==> src/permutation_table_engine_assert.svh <==
// assertion macros shared by the permutation table engine
`ifndef PERMUTATION_TABLE_ENGINE_ASSERT_SVH
`define PERMUTATION_TABLE_ENGINE_ASSERT_SVH

// same-cycle implication, sampled on clk, off during reset
`define PTE_ASSERT_NOW(label, ante, cons, msg) \
  label: assert property (@(posedge clk) disable iff (rst) (ante) |-> (cons)) else $error(msg);

// next-cycle implication, sampled on clk, off during reset
`define PTE_ASSERT_NEXT(label, ante, cons, msg) \
  label: assert property (@(posedge clk) disable iff (rst) (ante) |=> (cons)) else $error(msg);

`endif

==> src/pte_ram.sv <==
// generic single-port-write, single-port-read ram with registered read data
`timescale 1ns / 1ps

module pte_ram #(
  parameter int DEPTH = 256,
  parameter int WIDTH = 8
) (
  input  logic                     clk,
  input  logic                     wen,
  input  logic [$clog2(DEPTH)-1:0] waddr,
  input  logic [WIDTH-1:0]         wdata,
  input  logic                     ren,
  input  logic [$clog2(DEPTH)-1:0] raddr,
  output logic [WIDTH-1:0]         rdata
);

  logic [WIDTH-1:0] mem [DEPTH];

  // write port
  always_ff @(posedge clk) begin
    if (wen) begin
      mem[waddr] <= wdata;
    end
  end

  // registered read port
  always_ff @(posedge clk) begin
    if (ren) begin
      rdata <= mem[raddr];
    end
  end

endmodule

==> config.mk <==
export PLATFORM = sky130hd
export DESIGN_NAME = pte_ram
export DESIGN_NICKNAME = d
export VERILOG_FILES = /design/src/permutation_table_engine_assert.svh /design/src/pte_ram.sv
export SDC_FILE = /design/constraint.sdc
export NUM_CORES = 2
export LEC_CHECK = 0
export BUFFER_PORTS_ARGS = -buffer_cell sky130_fd_sc_hd__buf_2
export CAP_MARGIN = 5
export CORE_MARGIN = 10
export CORE_UTILIZATION = 35
export CTS_CLUSTER_SIZE = 14
export DETAILED_ROUTE_END_ITERATION = 6
export GPL_TIMING_DRIVEN = 0
export SLEW_MARGIN = 20
export SYNTH_ARGS = -nofsm -noshare
export SYNTH_HDL_FRONTEND = slang
export SYNTH_SLANG_ARGS = --single-unit
==> constraint.sdc <==
create_clock -name clk -period 3.17 [get_ports clk]
set_input_delay 0.951 -clock clk [delete_from_list [all_inputs] [get_ports clk]]
set_output_delay 0.951 -clock clk [all_outputs]
set_load 0.1 [all_outputs]
==> results_dict.tcl <==
set metrics [dict create \
    status "finished, violations left" \
    failed_checks "negative setup slack" \
    synthSimpleGateAreaFrac_pct 2.625 \
    boundaryPins 35 \
    cp_cell_sequence "clkbuf_1, nor2b_1, clkbuf_1, nand3_1, clkbuf_2, nor2_2" \
    grt_start_max_net_pins 125 \
    crit_path_end_kind "flip-flop" \
    core_mm2 0.2268 \
    finalCriticalPeriod_ns 3.436 \
    cp.required_ns 3.65 \
    hold_class "in -> reg" \
    avgViaCountPerCell 5.834 \
    synth_enable_flop_cells 2056 \
    maxCapViolations 0 \
    gp_congestion 1.002 \
    startpoint_type "input pin" \
    netlist_top_cells_area "edfxtp_1 (78%), mux4_2 (13%), mux2i_1 (1.7%)" \
    synthMuxAreaShare_pct 14.60 \
    synth_top_area_share_pct 77.53 \
    synth_top_area_cell "edfxtp_1" \
    die_area_mm2 0.2470 \
    tritoncts "built" \
    crit_arrival_ns 3.92 \
    crit_buf_inv 3 \
    grt_pass1_vias 41080 \
    p_per_area_mw_per_mm2 625.5 \
    synth_xor_area_share_pct 0 \
    r2r_slack_ns 0.48 \
    synth_fa_ha_area_share_pct 0 \
    cts.path.max_buffers 3 \
    hold_depth 1 \
    yosysSeqAreaShare_pct 77.53 \
    yosys-top-cells-count "edfxtp_1 (2056), mux4_2 (454), nor2_1 (282)" \
    rr_worst_depth 7 \
    path_clk_slew_ns 0.06 \
    max_stage_delay_ns 0.69 \
    drc 0 \
    synthCells 3733 \
    io_buffers 27 \
    finClkSkew_ns 0.03802 \
    wire_per_inst_um 34.35 \
    ys_warn_count 0 \
    ir_drop_mv 0.4403 \
    die_h_um 497.0 \
    num_rows 175 \
    max_clock_freq_mhz 291.0 \
    syn_avg_cell_area_um2 21.33 \
    antenna_found_initial 17 \
    synth-compound-area-share_pct 3.416 \
    whs_endpoint "rdata[3]$_DFFE_PP_" \
    ant_nets 0 \
    routed-via-count 42030 \
    synth.most_common_cell "edfxtp_1" \
    hold_buffers 0 \
    numCtsBuffers 207 \
    r2r-start "mem[136][2]$_DFFE_PP_" \
    synth-main-ff-cell "edfxtp_1" \
    setup_violations 473 \
    reg2reg_to "rdata[2]$_DFFE_PP_" \
    cts-root-buf "clkbuf_16" \
    worstMarginPinSlew_ns 1.450 \
    p_leak_nw 28.32 \
    criticalPathCategory "in -> reg" \
    dr.pass1.iters 7 \
    holdWs_ns 0.5165 \
    layout.nets 4042 \
    slew_violations 0 \
    wl_um 247500 \
    syn_nets 3760 \
    fin_crit_sh_pct 108.4 \
    fin_tns_setup_ns -44.96 \
    hold_start "ren" \
    synth_top_family_by_area "multiplexers" \
    ys_types 54 \
    ys_ff_latch 2056 \
    post-place-ws_ns -2.631 \
    grt-ovfl-total 0 \
    drive_above_1_share_pct 29.91 \
    worst_slack_ns -0.2658 \
    syn_to_final_growth_pct 16.69 \
    crit_top_cell "clkbuf_1" \
    drtIter0Drc 6407 \
    worst-path-max-fanout 10 \
    die_x_um 497.0 \
    grt_pass1_wl_um 338700 \
    syn_area_mm2 0.07964 \
    path_delay_family "buffers and inverters" \
    cts.sinks 2056 \
    initial_core_util_pct 35.11 \
    cp_slowest_cell "clkbuf_2" \
    synth-async-reset-ratio_pct 0 \
    cts-htree-levels 4 \
    max_slew_margin_pct 3.318 \
    fin_util_pct 40.96 \
    clk_latency_ns 0.86 \
    hpwl_um 165900 \
    rsz0062_at_grt "true" \
    gr-usage-all-layers_pct 19.42 \
    hold_viol 0 \
]
[how the worst max path moves through the flow]
stage,from,to,cells past startpoint
floorplan,raddr[0],rdata[2]$_DFFE_PP_,9
global placement,raddr[2],rdata[1]$_DFFE_PP_,8
detailed placement,raddr[2],rdata[4]$_DFFE_PP_,9
CTS,waddr[0],mem[41][0]$_DFFE_PP_,6
global route,waddr[3],mem[56][7]$_DFFE_PP_,6
finish,waddr[1],mem[74][0]$_DFFE_PP_,6
[sequential cells by signal, indices dropped and copies added, names as in the netlist]
register  count
mem        2048
rdata         8
[through the flow]
stage	total power [mW]	cells	area [µm²]
after floorplan	32.13	3733	79640
after global placement	33.85	6769	83540
after detailed placement	33.89	6802	84510
after CTS	58.17	7185	92360
after global routing	59.44	7201	92920
final	58.13	7205	92930
[layer usage]
layer  share of wire, %  GRT usage, %
met2                 45         29.59
met4                5.6         9.215
met5                  0             0
met1                 39         25.87
met3                 11         5.245
[final cells by class]
| class | instances | area (µm²) |
|---|---|---|
| buffer | 231 | 1852 |
| clock inverter | 126 | 1321 |
| fill | 19850 | 133900 |
| clock buffer | 254 | 5399 |
| antenna | 10 | 25.02 |
| multi-input combinational | 1442 | 17670 |
| tap | 3009 | 3765 |
| sequential | 2056 | 61740 |
| inverter | 2 | 11.26 |
| timing repair buffer | 75 | 1147 |
[cell families (layout without fill, tap and decap cells)]
| family | after synthesis | after routing |
|---|---|---|
| compound gates | 385 | 385 |
| flops | 2056 | 2056 |
| mux | 591 | 591 |
| buf+inv | 235 | 688 |
| other cells | 0 | 10 |
| simple gates | 466 | 466 |
[cells in the final DEF (no fill, tap or decap), types with 19 or more instances in the layout]
| cell type | instances |
|---|---|
| o22ai_1 | 27 |
| a22oi_1 | 131 |
| bufinv_16 | 21 |
| buf_2 | 42 |
| clkbuf_4 | 25 |
| nand3_1 | 31 |
| o221ai_1 | 40 |
| edfxtp_1 | 2056 |
| buf_16 | 27 |
| buf_4 | 55 |
| buf_6 | 29 |
| nor2_4 | 33 |
| clkinv_1 | 47 |
| mux4_2 | 454 |
| clkbuf_16 | 209 |
| buf_12 | 19 |
| clkinv_2 | 36 |
| buf_8 | 21 |
| nor2_2 | 124 |
| nor2b_1 | 28 |
| nor2_1 | 125 |
| nand2_1 | 32 |
| clkbuf_1 | 81 |
| clkbuf_2 | 41 |
| a21oi_1 | 81 |
| mux2i_1 | 134 |
[report_power, final]
group	internal (mW)	switching (mW)	total (mW)
clock	13.9	10.7	24.5
sequential	30.0	0.0323	30.0
combinational	1.11	2.46	3.57
[repair_timing]
item / 4_1_cts / 5_1_grt
cloned: 0 / 0
pin swaps: 11 / 9
setup buffers: 5 / 9
gates resized for setup: 320 / 135
endpoints found under the setup margin: 812 / 919
No activity file was read; power rests on OpenSTA's default activity.
