$ cat src/permutation_table_engine_assert.svh
// assertion macros shared by the permutation table engine
`ifndef PERMUTATION_TABLE_ENGINE_ASSERT_SVH
`define PERMUTATION_TABLE_ENGINE_ASSERT_SVH

// same-cycle implication, sampled on clk, off during reset
`define PTE_ASSERT_NOW(label, ante, cons, msg) \
  label: assert property (@(posedge clk) disable iff (rst) (ante) |-> (cons)) else $error(msg);

// next-cycle implication, sampled on clk, off during reset
`define PTE_ASSERT_NEXT(label, ante, cons, msg) \
  label: assert property (@(posedge clk) disable iff (rst) (ante) |=> (cons)) else $error(msg);

`endif

$ cat src/pte_pkg.sv
// types, constants and codes shared by the permutation table engine
`timescale 1ns / 1ps

package pte_pkg;

  // table geometry
  localparam int DEPTH      = 256;
  localparam int INDEX_BITS = $clog2(DEPTH);
  localparam int SIZE_BITS  = INDEX_BITS + 1;

  // request and random word widths
  localparam int REQ_BITS     = 3;
  localparam int RND_BITS     = 32;
  localparam int MOD_CNT_BITS = $clog2(RND_BITS + 1);

  // size after reset
  localparam logic [SIZE_BITS-1:0] SIZE_RESET = SIZE_BITS'(DEPTH);

  // request codes
  typedef enum logic [REQ_BITS-1:0] {
    REQ_IDENTITY = 3'd0,
    REQ_LOOKUP   = 3'd1,
    REQ_EXCHANGE = 3'd2,
    REQ_SHUFFLE  = 3'd3,
    REQ_INVERT   = 3'd4
  } req_t;

  // sequencer states
  typedef enum logic [9:0] {
    ST_IDLE = 10'b00_0000_0001,
    ST_MOD  = 10'b00_0000_0010,
    ST_XRA  = 10'b00_0000_0100,
    ST_XRB  = 10'b00_0000_1000,
    ST_XWA  = 10'b00_0001_0000,
    ST_XWB  = 10'b00_0010_0000,
    ST_LK   = 10'b00_0100_0000,
    ST_INV1 = 10'b00_1000_0000,
    ST_INV2 = 10'b01_0000_0000,
    ST_RESP = 10'b10_0000_0000
  } state_t;

  // status of the remainder unit
  typedef struct packed {
    logic                  done;
    logic [INDEX_BITS-1:0] rem;
  } mod_status_t;

endpackage

$ cat src/pte_mod.sv
// bit-serial remainder unit: random word modulo the active size
`timescale 1ns / 1ps

module pte_mod (
  input  logic                              clk,
  input  logic                              rst,
  input  logic                              start,
  input  logic [pte_pkg::RND_BITS-1:0]      dividend,
  input  logic [pte_pkg::SIZE_BITS-1:0]     divisor,
  output pte_pkg::mod_status_t              status
);

  logic [pte_pkg::RND_BITS-1:0]     shreg;
  logic [pte_pkg::INDEX_BITS-1:0]   rem;
  logic [pte_pkg::MOD_CNT_BITS-1:0] cnt;
  logic                             busy;
  logic [pte_pkg::SIZE_BITS-1:0]    trial;
  logic [pte_pkg::SIZE_BITS-1:0]    diff;

  // one shift-compare-subtract step
  assign trial = {rem, shreg[pte_pkg::RND_BITS-1]};
  assign diff  = trial - divisor;

  // control
  always_ff @(posedge clk) begin
    if (rst) begin
      busy <= 1'b0;
      cnt  <= '0;
    end else if (start) begin
      busy <= 1'b1;
      cnt  <= pte_pkg::MOD_CNT_BITS'(pte_pkg::RND_BITS);
    end else if (busy) begin
      if (cnt != '0) begin
        cnt <= cnt - 1'b1;
      end else begin
        busy <= 1'b0;
      end
    end
  end

  // datapath
  always_ff @(posedge clk) begin
    if (start) begin
      shreg <= dividend;
      rem   <= '0;
    end else if (busy && cnt != '0) begin
      shreg <= shreg << 1;
      if (trial >= divisor) begin
        rem <= diff[pte_pkg::INDEX_BITS-1:0];
      end else begin
        rem <= trial[pte_pkg::INDEX_BITS-1:0];
      end
    end
  end

  assign status.done = busy && (cnt == '0);
  assign status.rem  = rem;

endmodule

$ cat config.mk
export PLATFORM = sky130hd
export DESIGN_NAME = pte_mod
export DESIGN_NICKNAME = d
export VERILOG_FILES = /design/src/permutation_table_engine_assert.svh /design/src/pte_pkg.sv /design/src/pte_mod.sv
export SDC_FILE = /design/constraint.sdc
export NUM_CORES = 1
export LEC_CHECK = 0
export BUFFER_PORTS_ARGS = -buffer_cell sky130_fd_sc_hd__buf_2
export CAP_MARGIN = 20
export CORE_ASPECT_RATIO = 0.8
export CORE_MARGIN = 2
export CORE_UTILIZATION = 45
export DETAILED_ROUTE_END_ITERATION = 10
export HOLD_SLACK_MARGIN = 0.02
export PLACE_DENSITY = 0.73
export SLEW_MARGIN = 15
export SYNTH_ARGS = -nofsm -noshare
export SYNTH_HDL_FRONTEND = slang
export SYNTH_SLANG_ARGS = --single-unit
$ cat constraint.sdc
create_clock -name clk -period 2.65 [get_ports clk]
set_input_delay 0.53 -clock clk [delete_from_list [all_inputs] [get_ports clk]]
set_output_delay 0.53 -clock clk [all_outputs]
set_load 0.02 [all_outputs]
==> run metrics <==
main flop type after synthesis edfxtp_1; 1st-pass router iterations 4; clock-pin slew on the worst setup and hold paths around 0.08 ns; CP arrival roughly 2.3 ns; CP bufs+invs 1; die area 6250 µm²; total CTS buffers 5; Fin. Hold Viols 0; ordered list of cells on the worst path ha_1 -> a21oi_1 -> o21ai_0 -> clkbuf_2 -> or4_1 -> o211ai_1; Post-synth EDFFs 32; ratio of final minimum period to clock period approximately four fifths; Synth cell types 46; Max Root-Sink Buffers 2; DP HPWL 3420 µm; worst-margin pin slew around 0.60 ns; Hold Path Class input pin to flip-flop; top area cells in the synthesized netlist edfxtp_1 (38%), mux2_2 (14%), dfxtp_1 (12%), ha_1 (5.4%), inv_1 (2.4%); Stages on worst setup path 6; Final GP Congestion roughly 0.79; Worst Path Class, Setup flip-flop to flip-flop; Synth Net Count 271; cell depth of the worst min-delay path 2; Remaining DRCs 0; Worst setup EP type flip-flop; RSZ-0062 raised after global routing false; synthesis warning total 0; CP Launch Type flip-flop; final core area utilization roughly 54%; CP delay by family, top compound AO/OA/AOI/OAI gates; Worst EP required 2.86 ns; status complete, no violations; reg-to-reg setup timing slack between 0.5 and 0.6 ns; Routed WL per cell 13.5 µm; Post-synth ARST share 0%; Final min period 2.10 ns; commonest non-fill, non-tap cell in the layout buf_2; Synth area leader edfxtp_1; IO buf count between 50 and 60; area share of the largest cell type after synthesis 37.9%; CP peak stage delay 0.51 ns; total clock sinks between 40 and 50; post-synthesis sequential area ratio around 50%; max_cap viols 0; max-slew violations 0; postcts setup bufs 0; clk root buf clkbuf_8; initial antenna violation count 0; final setup fails 0; Slew headroom 59.9%; most frequent cells in the layout buf_2 (52), edfxtp_1 (32), mux2_2 (31), inv_1 (16), dfxtp_1 (15); worst vdd ir between 0.3 and 0.4 mV; Via density between 5 and 6; Leakage 1.20 nW; largest net degree at the start of global routing 30; row count 24; flops & latches, synth 47; n_diodes 0; Max Freq ~0.48 GHz; DR vias 1,790; synthesized area per cell about 12 µm²; gr ovfl total 0; Synth Cell Area roughly 2500 µm²; I/O pin cnt between 50 and 60; worst-path fanout max 8; cells on worst reg2reg path 6; Post-CTS Hold Buffers 0; htree depth 2; first-pass GRT wire length a little under 8000 µm; Power Dens Cells roughly 530 nW/µm²; post_cts resized 0; Chip Width between 80 and 90 µm; Initial Util 46.6%; clk_skew 0.00611 ns; latest clock arrival within the worst-skew pair about 0.29 ns; Area growth, synth to finish 16.3%; total negative slack 0 ns; post-route ant nets 0; share of cells above drive strength 1 between 30% and 40%; fin nets between 300 and 400; DRT iter0 DRCs 62; total wire length 4680 µm; Synth Instances 215; All-Layer GR Usage between 10% and 20%; vias in the first global route 1,641; die height 71.1 µm; CTS tree done; CP max stage cell or4_1; core area 5440 µm²
[cell type report]
cell class / count / area (µm²)
well taps: 78 / 97.6
fillers: 496 / 2490
multi-input cells: 140 / 1140
repair buffers: 58 / 303
clock buffers: 8 / 80.1
flip-flops and latches: 47 / 1260
inverters: 17 / 63.8
[sequential cells by signal (all words and copies together) (netlist names)]
| name | count |
|---|---|
| cnt | 6 |
| shreg | 32 |
| rem | 8 |
| busy | 1 |
[routing by layer]
layer | vias to the layer above | part of all wire [%] | wire (µm) | GRT usage, %
met3 | 5 | 6.3 | 296 | 4.90
met5 | - | 0 | 0 | 0
met1 | 828 | 49 | 2280 | 22.9
li1 | 912 | - | - | -
met2 | 45 | 44 | 2080 | 23.0
met4 | 0 | 0.56 | 26 | 3.59
[kinds of logic after synthesis]
kind of cell    Yosys count  synth area share (%)
simple gates             48                  9.92
flops                    47                  49.8
compound gates           39                  11.7
mux                      32                  14.2
buf+inv                  28                  5.13
fa+ha+maj                12                  6.22
xor+xnor                  9                  3.11
[power by group]
part	switching, W	internal [W]
clock network	0.000221	0.000188
logic	0.000134	0.000126
registers	0.0000240	0.000864
[cells in the mapped netlist (2+ instances only)]
cell type and number:
xnor2_1 6, dfxtp_1 15, a311oi_1 2, xor2_1 3
nor4_1 2, nor2b_1 2, nor2_1 6, buf_1 2
nand2_1 8, o21a_1 2, o21ai_2 2, clkbuf_1 4
ha_1 11, a31oi_1 2, o21ai_0 5, edfxtp_1 32
nor3b_1 2, nor3_1 8, buf_2 2, a21oi_1 7
nand3_1 11, o211ai_1 7, mux2_2 31, buf_6 3
nand2b_1 3, inv_1 16, a21o_1 2
[path summary, 6_finish.rpt]
| kind | from | endpoint |
|---|---|---|
| worst max-delay path | rem[5]$_SDFFE_PP0P_ | rem[0]$_SDFFE_PP0P_ |
| worst min-delay path | rst | cnt[5]$_SDFFE_PP0P_ |
| worst min register to register | rem[3]$_SDFFE_PP0P_ | rem[4]$_SDFFE_PP0P_ |
| worst max register to register | rem[5]$_SDFFE_PP0P_ | rem[0]$_SDFFE_PP0P_ |
[metrics by stage]
| stage | hold WS (ns) | setup WS (ns) | cell area (µm²) | cells | total power (W) |
|---|---|---|---|---|---|
| 6_report | 0.510 | 0.547 | 2950 | 348 | 0.00156 |
| 5_1_grt | 0.520 | 0.409 | 2950 | 348 | 0.00162 |
| 4_1_cts | 0.503 | 0.394 | 2940 | 347 | 0.00157 |
| 3_5_place_dp | 0.535 | 0.106 | 2860 | 339 | 0.00116 |
| 3_3_place_gp | 0.527 | 0.209 | 2860 | 339 | 0.00116 |
| 2_1_floorplan | 0.520 | 0.453 | 2530 | 215 | 0.00109 |
Power figures use the tool's default switching activity.
